--- src/sv/ptt_pkg.sv ---
// Shared types and constants for the periodic task timer table.
`default_nettype none

package ptt_pkg;

   localparam int NUM_CHANNELS = 10;

   localparam int TIME_W     = 32;
   localparam int PERIOD_W   = 16;
   localparam int DELAY_W    = 16;
   localparam int MS_W       = 16;
   localparam int MASK_W     = 10;
   localparam int CHAN_IDX_W = 4;

   // scan index addresses one entry, count must also hold NUM_CHANNELS itself
   localparam int IDX_W = (NUM_CHANNELS > 1) ? $clog2(NUM_CHANNELS) : 1;
   localparam int CNT_W = $clog2(NUM_CHANNELS + 1);
   localparam int MASK_PAD_W = (NUM_CHANNELS > MASK_W) ? NUM_CHANNELS : MASK_W;

   localparam logic CMD_ADD  = 1'b0;
   localparam logic CMD_TICK = 1'b1;

   // controller to datapath
   typedef struct packed {
      logic load;   // capture the request fields
      logic setup;  // apply the add or advance the clock, arm the scan
      logic scan;   // process the entry at the scan index
   } ctrl_type;

   // datapath to controller
   typedef struct packed {
      logic scan_last;
   } stat_type;

endpackage

`default_nettype wire

--- src/sv/ptt_ctrl.sv ---
// Sequencer for the timer table: accept, setup, channel scan, drain, respond.
`default_nettype none

module ptt_ctrl (
   input  wire logic              clock,
   input  wire logic              reset,
   input  wire logic              start,
   input  wire ptt_pkg::stat_type stat,
   output ptt_pkg::ctrl_type      ctrl,
   output logic                   busy,
   output logic                   rsp_strobe
);

   typedef enum logic [4:0] {
      ST_IDLE  = 5'b00001,
      ST_SETUP = 5'b00010,
      ST_SCAN  = 5'b00100,
      ST_DRAIN = 5'b01000,
      ST_DONE  = 5'b10000
   } state_type;

   state_type state_ff, state_in;

   always_comb begin
      state_in   = state_ff;
      ctrl       = '0;
      rsp_strobe = 1'b0;
      unique case (state_ff)
         ST_IDLE: begin
            if (start) begin
               ctrl.load = 1'b1;
               state_in  = ST_SETUP;
            end
         end
         ST_SETUP: begin
            ctrl.setup = 1'b1;
            state_in   = ST_SCAN;
         end
         ST_SCAN: begin
            ctrl.scan = 1'b1;
            if (stat.scan_last) state_in = ST_DRAIN;
         end
         // last entry's minimum compare completes here
         ST_DRAIN: begin
            state_in = ST_DONE;
         end
         ST_DONE: begin
            rsp_strobe = 1'b1;
            state_in   = ST_IDLE;
         end
         default: begin
            state_in = ST_IDLE;
         end
      endcase
   end

   assign busy = (state_ff != ST_IDLE);

   always_ff @(posedge clock) begin
      if (reset) begin
         state_ff <= ST_IDLE;
      end else begin
         state_ff <= state_in;
      end
   end

   a_done_then_idle: assert property (@(posedge clock) disable iff (reset)
      rsp_strobe |=> !busy)
      else $error("result strobe not followed by idle");

   a_accept_to_setup: assert property (@(posedge clock) disable iff (reset)
      (start && !busy) |=> (state_ff == ST_SETUP))
      else $error("accepted item did not enter setup");

   a_state_onehot: assert property (@(posedge clock) disable iff (reset)
      $onehot(state_ff))
      else $error("controller state not one-hot");

endmodule

`default_nettype wire

--- src/sv/ptt_dp.sv ---
// Timer table datapath: clock, channel entries, fire update and earliest-due search.
`default_nettype none

module ptt_dp (
   input  wire logic                               clock,
   input  wire logic                               reset,
   input  wire ptt_pkg::ctrl_type                  ctrl,
   input  wire logic                               req_command,
   input  wire logic [ptt_pkg::PERIOD_W-1:0]       req_period_ms,
   input  wire logic [ptt_pkg::DELAY_W-1:0]        req_start_delay_ms,
   output ptt_pkg::stat_type                       stat,
   output logic [ptt_pkg::MASK_W-1:0]              rsp_fired_mask,
   output logic [ptt_pkg::CHAN_IDX_W-1:0]          rsp_channel_index,
   output logic                                    rsp_add_rejected,
   output logic [ptt_pkg::MS_W-1:0]                rsp_ms_until_next,
   output logic                                    rsp_any_channel
);

   localparam int N = ptt_pkg::NUM_CHANNELS;

   // request capture
   logic                          cmd_ff, cmd_in;
   logic [ptt_pkg::PERIOD_W-1:0]  req_per_ff, req_per_in;
   logic [ptt_pkg::DELAY_W-1:0]   req_dly_ff, req_dly_in;

   // block state
   logic [ptt_pkg::TIME_W-1:0]    time_ff, time_in;
   logic [ptt_pkg::CNT_W-1:0]     count_ff, count_in;
   logic [ptt_pkg::TIME_W-1:0]    due_ff [N];
   logic [ptt_pkg::TIME_W-1:0]    due_in [N];
   logic [ptt_pkg::PERIOD_W-1:0]  per_ff [N];
   logic [ptt_pkg::PERIOD_W-1:0]  per_in [N];

   // scan and result
   logic [ptt_pkg::IDX_W-1:0]      scan_idx_ff, scan_idx_in;
   logic [N-1:0]                   mask_ff, mask_in;
   logic [ptt_pkg::CHAN_IDX_W-1:0] index_ff, index_in;
   logic                           rejected_ff, rejected_in;
   logic                           p2_valid_ff, p2_valid_in;
   logic [ptt_pkg::TIME_W-1:0]     p2_due_ff, p2_due_in;
   logic [ptt_pkg::TIME_W-1:0]     best_ff, best_in;
   logic                           have_ff, have_in;

   logic [ptt_pkg::IDX_W-1:0]      add_idx;
   logic                           table_full;
   logic                           active;
   logic [ptt_pkg::TIME_W-1:0]     rd_due;
   logic [ptt_pkg::PERIOD_W-1:0]   rd_per;
   logic [ptt_pkg::TIME_W-1:0]     late;
   logic                           fire;
   logic [ptt_pkg::PERIOD_W:0]     step;
   logic [ptt_pkg::TIME_W-1:0]     due_new;
   logic [ptt_pkg::TIME_W-1:0]     diff;
   logic [ptt_pkg::MASK_PAD_W-1:0] mask_pad;

   assign add_idx    = count_ff[ptt_pkg::IDX_W-1:0];
   assign table_full = (count_ff >= ptt_pkg::CNT_W'(N));
   assign active     = (ptt_pkg::CNT_W'(scan_idx_ff) < count_ff);
   assign rd_due     = due_ff[scan_idx_ff];
   assign rd_per     = per_ff[scan_idx_ff];

   // Every entry is checked on every tick, so an entry is never more than one
   // ms late; it needs two periods only when late by one with a period of one.
   assign late    = time_ff - rd_due;
   assign fire    = (cmd_ff == ptt_pkg::CMD_TICK) && active && !late[ptt_pkg::TIME_W-1];
   assign step    = (late >= ptt_pkg::TIME_W'(rd_per)) ? {rd_per, 1'b0} : {1'b0, rd_per};
   assign due_new = rd_due + ptt_pkg::TIME_W'(step);

   assign diff = p2_due_ff - time_ff;

   always_comb begin
      cmd_in      = cmd_ff;
      req_per_in  = req_per_ff;
      req_dly_in  = req_dly_ff;
      time_in     = time_ff;
      count_in    = count_ff;
      due_in      = due_ff;
      per_in      = per_ff;
      scan_idx_in = scan_idx_ff;
      mask_in     = mask_ff;
      index_in    = index_ff;
      rejected_in = rejected_ff;
      p2_valid_in = 1'b0;
      p2_due_in   = p2_due_ff;
      best_in     = best_ff;
      have_in     = have_ff;

      if (ctrl.load) begin
         cmd_in     = req_command;
         req_per_in = req_period_ms;
         req_dly_in = req_start_delay_ms;
      end

      if (ctrl.setup) begin
         scan_idx_in = '0;
         mask_in     = '0;
         index_in    = '0;
         rejected_in = 1'b0;
         have_in     = 1'b0;
         if (cmd_ff == ptt_pkg::CMD_TICK) begin
            time_in = time_ff + ptt_pkg::TIME_W'(1);
         end else if (table_full) begin
            rejected_in = 1'b1;
         end else begin
            per_in[add_idx] = (req_per_ff == '0) ? ptt_pkg::PERIOD_W'(1) : req_per_ff;
            due_in[add_idx] = time_ff + ptt_pkg::TIME_W'(req_dly_ff);
            index_in        = ptt_pkg::CHAN_IDX_W'(count_ff);
            count_in        = count_ff + ptt_pkg::CNT_W'(1);
         end
      end

      if (ctrl.scan) begin
         scan_idx_in = scan_idx_ff + ptt_pkg::IDX_W'(1);
         p2_valid_in = active;
         p2_due_in   = fire ? due_new : rd_due;
         if (fire) begin
            due_in[scan_idx_ff]  = due_new;
            mask_in[scan_idx_ff] = 1'b1;
         end
      end

      // second stage: running signed minimum of due minus now
      if (p2_valid_ff) begin
         if (!have_ff || ($signed(diff) < $signed(best_ff))) begin
            best_in = diff;
            have_in = 1'b1;
         end
      end
   end

   always_ff @(posedge clock) begin
      if (reset) begin
         time_ff     <= '0;
         count_ff    <= '0;
         p2_valid_ff <= 1'b0;
         have_ff     <= 1'b0;
         scan_idx_ff <= '0;
      end else begin
         time_ff     <= time_in;
         count_ff    <= count_in;
         p2_valid_ff <= p2_valid_in;
         have_ff     <= have_in;
         scan_idx_ff <= scan_idx_in;
      end
   end

   always_ff @(posedge clock) begin
      cmd_ff      <= cmd_in;
      req_per_ff  <= req_per_in;
      req_dly_ff  <= req_dly_in;
      due_ff      <= due_in;
      per_ff      <= per_in;
      mask_ff     <= mask_in;
      index_ff    <= index_in;
      rejected_ff <= rejected_in;
      p2_due_ff   <= p2_due_in;
      best_ff     <= best_in;
   end

   assign stat.scan_last = (scan_idx_ff == ptt_pkg::IDX_W'(N - 1));

   assign mask_pad          = ptt_pkg::MASK_PAD_W'(mask_ff);
   assign rsp_fired_mask    = mask_pad[ptt_pkg::MASK_W-1:0];
   assign rsp_channel_index = index_ff;
   assign rsp_add_rejected  = rejected_ff;
   assign rsp_any_channel   = (count_ff != '0);

   always_comb begin
      priority if (!have_ff) begin
         rsp_ms_until_next = '0;
      end else if ($signed(best_ff) < $signed(ptt_pkg::TIME_W'(1))) begin
         rsp_ms_until_next = ptt_pkg::MS_W'(1);
      end else if ($signed(best_ff) > $signed(ptt_pkg::TIME_W'(65535))) begin
         rsp_ms_until_next = '1;
      end else begin
         rsp_ms_until_next = best_ff[ptt_pkg::MS_W-1:0];
      end
   end

   a_count_bound: assert property (@(posedge clock) disable iff (reset)
      count_ff <= ptt_pkg::CNT_W'(N))
      else $error("channel count above table size");

   a_tick_advances: assert property (@(posedge clock) disable iff (reset)
      (ctrl.setup && cmd_ff == ptt_pkg::CMD_TICK)
      |=> (time_ff == $past(time_ff) + ptt_pkg::TIME_W'(1)))
      else $error("tick did not advance the clock by one");

   a_add_grows: assert property (@(posedge clock) disable iff (reset)
      (ctrl.setup && cmd_ff == ptt_pkg::CMD_ADD && !table_full)
      |=> (count_ff == $past(count_ff) + ptt_pkg::CNT_W'(1)) && !rejected_ff)
      else $error("accepted add did not grow the table");

endmodule

`default_nettype wire

--- src/sv/periodic_task_timer_table.sv ---
// Top level of the periodic task timer table.
//
// Request channel: drive req_command (0 = add a channel, 1 = one ms tick),
// req_period_ms and req_start_delay_ms with start high; the item is taken at
// the edge where start is high and busy is low.
// An add puts the channel in the next free slot with its first due time at
// now plus the delay; a full table reports add_rejected. A tick advances the
// ms clock, fires every due channel and moves its due time on by its period.
// Result channel: every item yields one result, shown for a single cycle
// with rsp_strobe high. The receiver cannot stall it; it must take it then.
// Sequence: after the accept edge come the setup state, the scan of every
// table slot at one entry per cycle, and the drain state that finishes the
// earliest-due compare; the done state then gives the strobe. busy falls
// after the strobe, so a new item is taken only once the last is done.
// Reset (synchronous, active high) clears the clock and the channel count;
// entries are written by adds before they are ever read.
`default_nettype none

module periodic_task_timer_table (
   input  wire logic                          clock,
   input  wire logic                          reset,
   input  wire logic                          start,
   output logic                               busy,
   input  wire logic                          req_command,
   input  wire logic [ptt_pkg::PERIOD_W-1:0]  req_period_ms,
   input  wire logic [ptt_pkg::DELAY_W-1:0]   req_start_delay_ms,
   output logic                               rsp_strobe,
   output logic [ptt_pkg::MASK_W-1:0]         rsp_fired_mask,
   output logic [ptt_pkg::CHAN_IDX_W-1:0]     rsp_channel_index,
   output logic                               rsp_add_rejected,
   output logic [ptt_pkg::MS_W-1:0]           rsp_ms_until_next,
   output logic                               rsp_any_channel
);

   ptt_pkg::ctrl_type ctrl;
   ptt_pkg::stat_type stat;

   ptt_ctrl u_ctrl (
      .clock      (clock),
      .reset      (reset),
      .start      (start),
      .stat       (stat),
      .ctrl       (ctrl),
      .busy       (busy),
      .rsp_strobe (rsp_strobe)
   );

   ptt_dp u_dp (
      .clock              (clock),
      .reset              (reset),
      .ctrl               (ctrl),
      .req_command        (req_command),
      .req_period_ms      (req_period_ms),
      .req_start_delay_ms (req_start_delay_ms),
      .stat               (stat),
      .rsp_fired_mask     (rsp_fired_mask),
      .rsp_channel_index  (rsp_channel_index),
      .rsp_add_rejected   (rsp_add_rejected),
      .rsp_ms_until_next  (rsp_ms_until_next),
      .rsp_any_channel    (rsp_any_channel)
   );

endmodule

`default_nettype wire
--- config.mk ---
export PLATFORM = sky130hd
export DESIGN_NAME = periodic_task_timer_table
export DESIGN_NICKNAME = d
export VERILOG_FILES = /design/src/sv/ptt_pkg.sv /design/src/sv/ptt_ctrl.sv /design/src/sv/ptt_dp.sv /design/src/sv/periodic_task_timer_table.sv
export SDC_FILE = /design/constraint.sdc
export NUM_CORES = 2
export LEC_CHECK = 0
export BUFFER_PORTS_ARGS = -buffer_cell sky130_fd_sc_hd__buf_2
export CAP_MARGIN = 20
export CORE_MARGIN = 4
export CORE_UTILIZATION = 30
export CTS_BUF_LIST = sky130_fd_sc_hd__clkbuf_4
export CTS_CLUSTER_DIAMETER = 80
export DETAILED_ROUTE_END_ITERATION = 10
export PLACE_DENSITY_LB_ADDON = 0.25
export SLEW_MARGIN = 10
export SYNTH_ARGS = -nofsm -noshare
export SYNTH_HDL_FRONTEND = slang
export SYNTH_HIERARCHICAL = 1
export SYNTH_SLANG_ARGS = --single-unit
--- constraint.sdc ---
create_clock -name clock -period 24.1 [get_ports clock]
set_input_delay 1.205 -clock clock [delete_from_list [all_inputs] [get_ports clock]]
set_output_delay 1.205 -clock clock [all_outputs]
set_load 0.02 [all_outputs]
==> flow_summary.ini <==
[cells_and_area]
nets = 3807
multi_input_area_um2 = 17400
syn_to_final_growth_pct = 12.5
seq_area_um2 = 15400
final_cells = 5253
drive_above_1_share_pct = 16.0
fillers = 11600

[cts]
clk_pin_slew_ps = 70
tritoncts = built
cts_buffers = 168
cts.htree.levels = 4
cts_setup_buffers = 0
clock-sinks = 639
cts_root_buf = clkbuf_4
cts_resized = 0
clkLatencyLatePin_ps = 1040
cts_hold_buf = 0
cts_max_path_buffers = 3

[setup_path]
slowest_stage = xnor2_1
crit_required_ps = 24810
cp-start-kind = flop
end_kind = flop
cpPeakStageDelay_ps = 840
cp_max_fo = 38
worstPathArrival_ps = 10630
crit_type = flop to flop

[grt]
grt_pass1_wl_um = 178000
overflow = 0
grt_max_degree = 49
antenna_found_initial = 1
grt_pass1_vias = 27100
grt_usage_pct = 19.5

[floorplanning]
dieHeight_um = 347
dieArea_um2 = 120000
core_area_um2 = 113000
start_util_pct = 30.4
die_w_um = 347
rows = 123
pin_count = 70

[sta]
worstMarginPinSlew_ps = 1190
finalSetupTns_ps = 0
fmax_mhz = 101
setup_viol = 0
fin_crit_sh_pct = 41.2
fin_worst_skew_ps = 75.6
timing_hold_violations_final = 0
relSlewSlack_pct = 20.5
drv_slew = 0
rsz0062_at_grt = false
min_period_ps = 9920
whs_ps = 359

[logic_synthesis]
syn_area_per_cell_um2 = 9.76
synth_top_area_share_pct = 22.9
async_flop_share_pct = 0
yosys_most_used_dff = dfxtp_1
synth_fa_ha_area_share_pct = 5.90
ys_top_cells_by_area = edfxtp_1 (23%), dfxtp_1 (22%), mux4_2 (6.3%), ha_1 (5.7%), mux2i_1 (5.3%)
yosysSeqAreaShare_pct = 44.8
ys_ff_latch = 639
ys_types = 87
synth_edf_count = 262
synthCells = 3525
synth_nets = 3721
synth_top_family_by_area = compound AO/OA/AOI/OAI gates
synthMuxAreaShare_pct = 11.7
synth-compound-area-share_pct = 16.8
yosysWarningCount = 6
synth-xor-area-share_pct = 3.69
yosysTopAreaCell = edfxtp_1
synthSimpleGateAreaFrac_pct = 12.2
netlist_area_um2 = 34400

[power]
vdd_drop_max_mv = 0.0314
p_leak_nw = 14.4
powerDensity_nw_per_um2 = 69.0

[route]
detail-route-antenna-nets = 0
post_drt_wl_per_cell_um = 22.9
viasPerCell = 5.39
drt_iter0_markers = 2612
firstDrtPassIters = 5
drc = 0
routed_wl_um = 120000
vias = 28300

[placement]
dpl.hpwl_um = 79400
place_congestion = 0.924
dp_cells = 4932
port_buffers = 69

[job]
drv_cap = 0

[min_path]
hold_class = input pin to flop

[run_status]
status = completed
[cells in the final DEF (no fill, tap or decap), types with 15 or more instances in the layout]
cell type and count:
mux2i_1 181, o21bai_1 17, and3_1 43, nor4_1 21
nor3_1 32, nand2_1 221, a211oi_1 74, nor2_1 414
o21ai_1 249, o22ai_1 74, o221ai_1 16, nand4_1 39
o211ai_1 25, nand2b_1 26, a31oi_1 20, inv_1 153
nand3_1 59, clkbuf_4 270, buf_2 69, o22a_1 19
a21oi_1 270, xor2_1 23, buf_4 83, inv_2 15
xnor2_1 120, o21ai_0 71, dfxtp_1 373, o21a_1 15
mux4_2 96, edfxtp_1 262, clkinv_1 24, ha_1 156
a21o_1 56
[worst max-delay path, delay by kind of cell, from the launching register on]
family,cells,cell delay [ps]
muxes,3,950
DFF,1,690
and+or+nand+nor,10,2380
buffers and inverters,2,770
AOI/OAI and AO/OA,11,2830
adders and majority gates,3,860
xor gates and xnor gates,2,1030
[state kept, by name, indices dropped and copies added, names as in the netlist, 4 cells and up]
name,cells
u_dp/time_ff,32
u_ctrl/state_ff,5
u_dp/req_per_ff,16
u_dp/best_ff,32
u_dp/due_ff,320
u_dp/rsp_channel_index,4
u_dp/add_idx,4
u_dp/per_ff,160
u_dp/scan_idx_ff,4
u_dp/rsp_fired_mask,10
u_dp/req_dly_ff,16
u_dp/p2_due_ff,32
[power breakdown]
group          total [W]  internal, W  switching [W]
registers        0.00118      0.00116      0.0000199
logic           0.000478     0.000164       0.000315
clock network    0.00102     0.000543       0.000474
total            0.00267      0.00186       0.000809
[cell usage after synthesis, types with 12 or more instances]
cell type and instances:
buf_4 12, o211ai_1 25, nand2b_1 26, dfxtp_1 377, a21oi_1 270, nand2_1 222, o21ai_0 71, buf_1 13
o221ai_1 16, nor2b_1 12, edfxtp_1 262, xor2_1 23, mux2i_1 181, nor2_1 424, o22a_1 19, o21a_1 15
and3_1 43, o21bai_1 17, nor4_1 21, o21ai_1 249, inv_1 161, nand4_1 39, buf_2 51, a211oi_1 74
mux4_2 96, a21o_1 56, o22ai_1 74, xnor2_1 120, a31oi_1 20, nor3_1 35, ha_1 156, clkbuf_1 159
nand3_1 61
[through the flow]
| step | power (W) | setup WS [ps] | cell area, um2 | utilization [%] |
|---|---|---|---|---|
| 6_report | 0.00267 | 14180 | 38700 | 34.2 |
| 3_3_place_gp | 0.00166 | 14350 | 36300 | 32.1 |
| 5_1_grt | 0.00281 | 13390 | 38700 | 34.2 |
| 4_1_cts | 0.00269 | 14230 | 38600 | 34.1 |
| 3_5_place_dp | 0.00166 | 14280 | 36300 | 32.1 |
| 2_1_floorplan | 0.00151 | 15710 | 34400 | - |
[layout make-up]
type                    instances  share of cell area, %
clock buffers                 265                   5.14
flip-flops and latches        639                   39.9
repair buffers                158                   2.67
inverters                     165                   1.60
diodes                          5                 0.0323
well taps                    1500                   4.85
multi-input cells            2479                   45.1
clock inverters                42                  0.789
[kinds of logic (layout without fill, tap and decap cells)]
kind of cell	after synthesis	count (layout)
buf+inv	407	630
xor+xnor	144	144
simple gates	932	932
mux	281	281
fa+ha+maj	160	160
compound gates	962	962
flops	639	639
other cells	0	5
[routing by layer]
layer,vias to the layer above,track usage (%),share of wire [%],wire [um]
li1,13100,-,-,-
met1,13700,26.3,44,52700
met2,1205,30.2,44,53400
met3,247,4.08,7.9,9460
met4,0,8.43,4.1,4890
met5,-,0,0,0
[path summary, 6_finish.rpt]
kind                          start                endpoint  slack, ps  cells after the start
max             u_dp/scan_idx_ff[1]      u_dp/p2_due_ff[29]      14180                     31
min               req_period_ms[13]     u_dp/req_per_ff[13]        360                      1
max reg2reg     u_dp/scan_idx_ff[1]      u_dp/p2_due_ff[29]      14180                     31
min reg2reg  u_dp/rsp_fired_mask[3]  u_dp/rsp_fired_mask[3]        440                      2
Power figures use the tool's default switching activity.
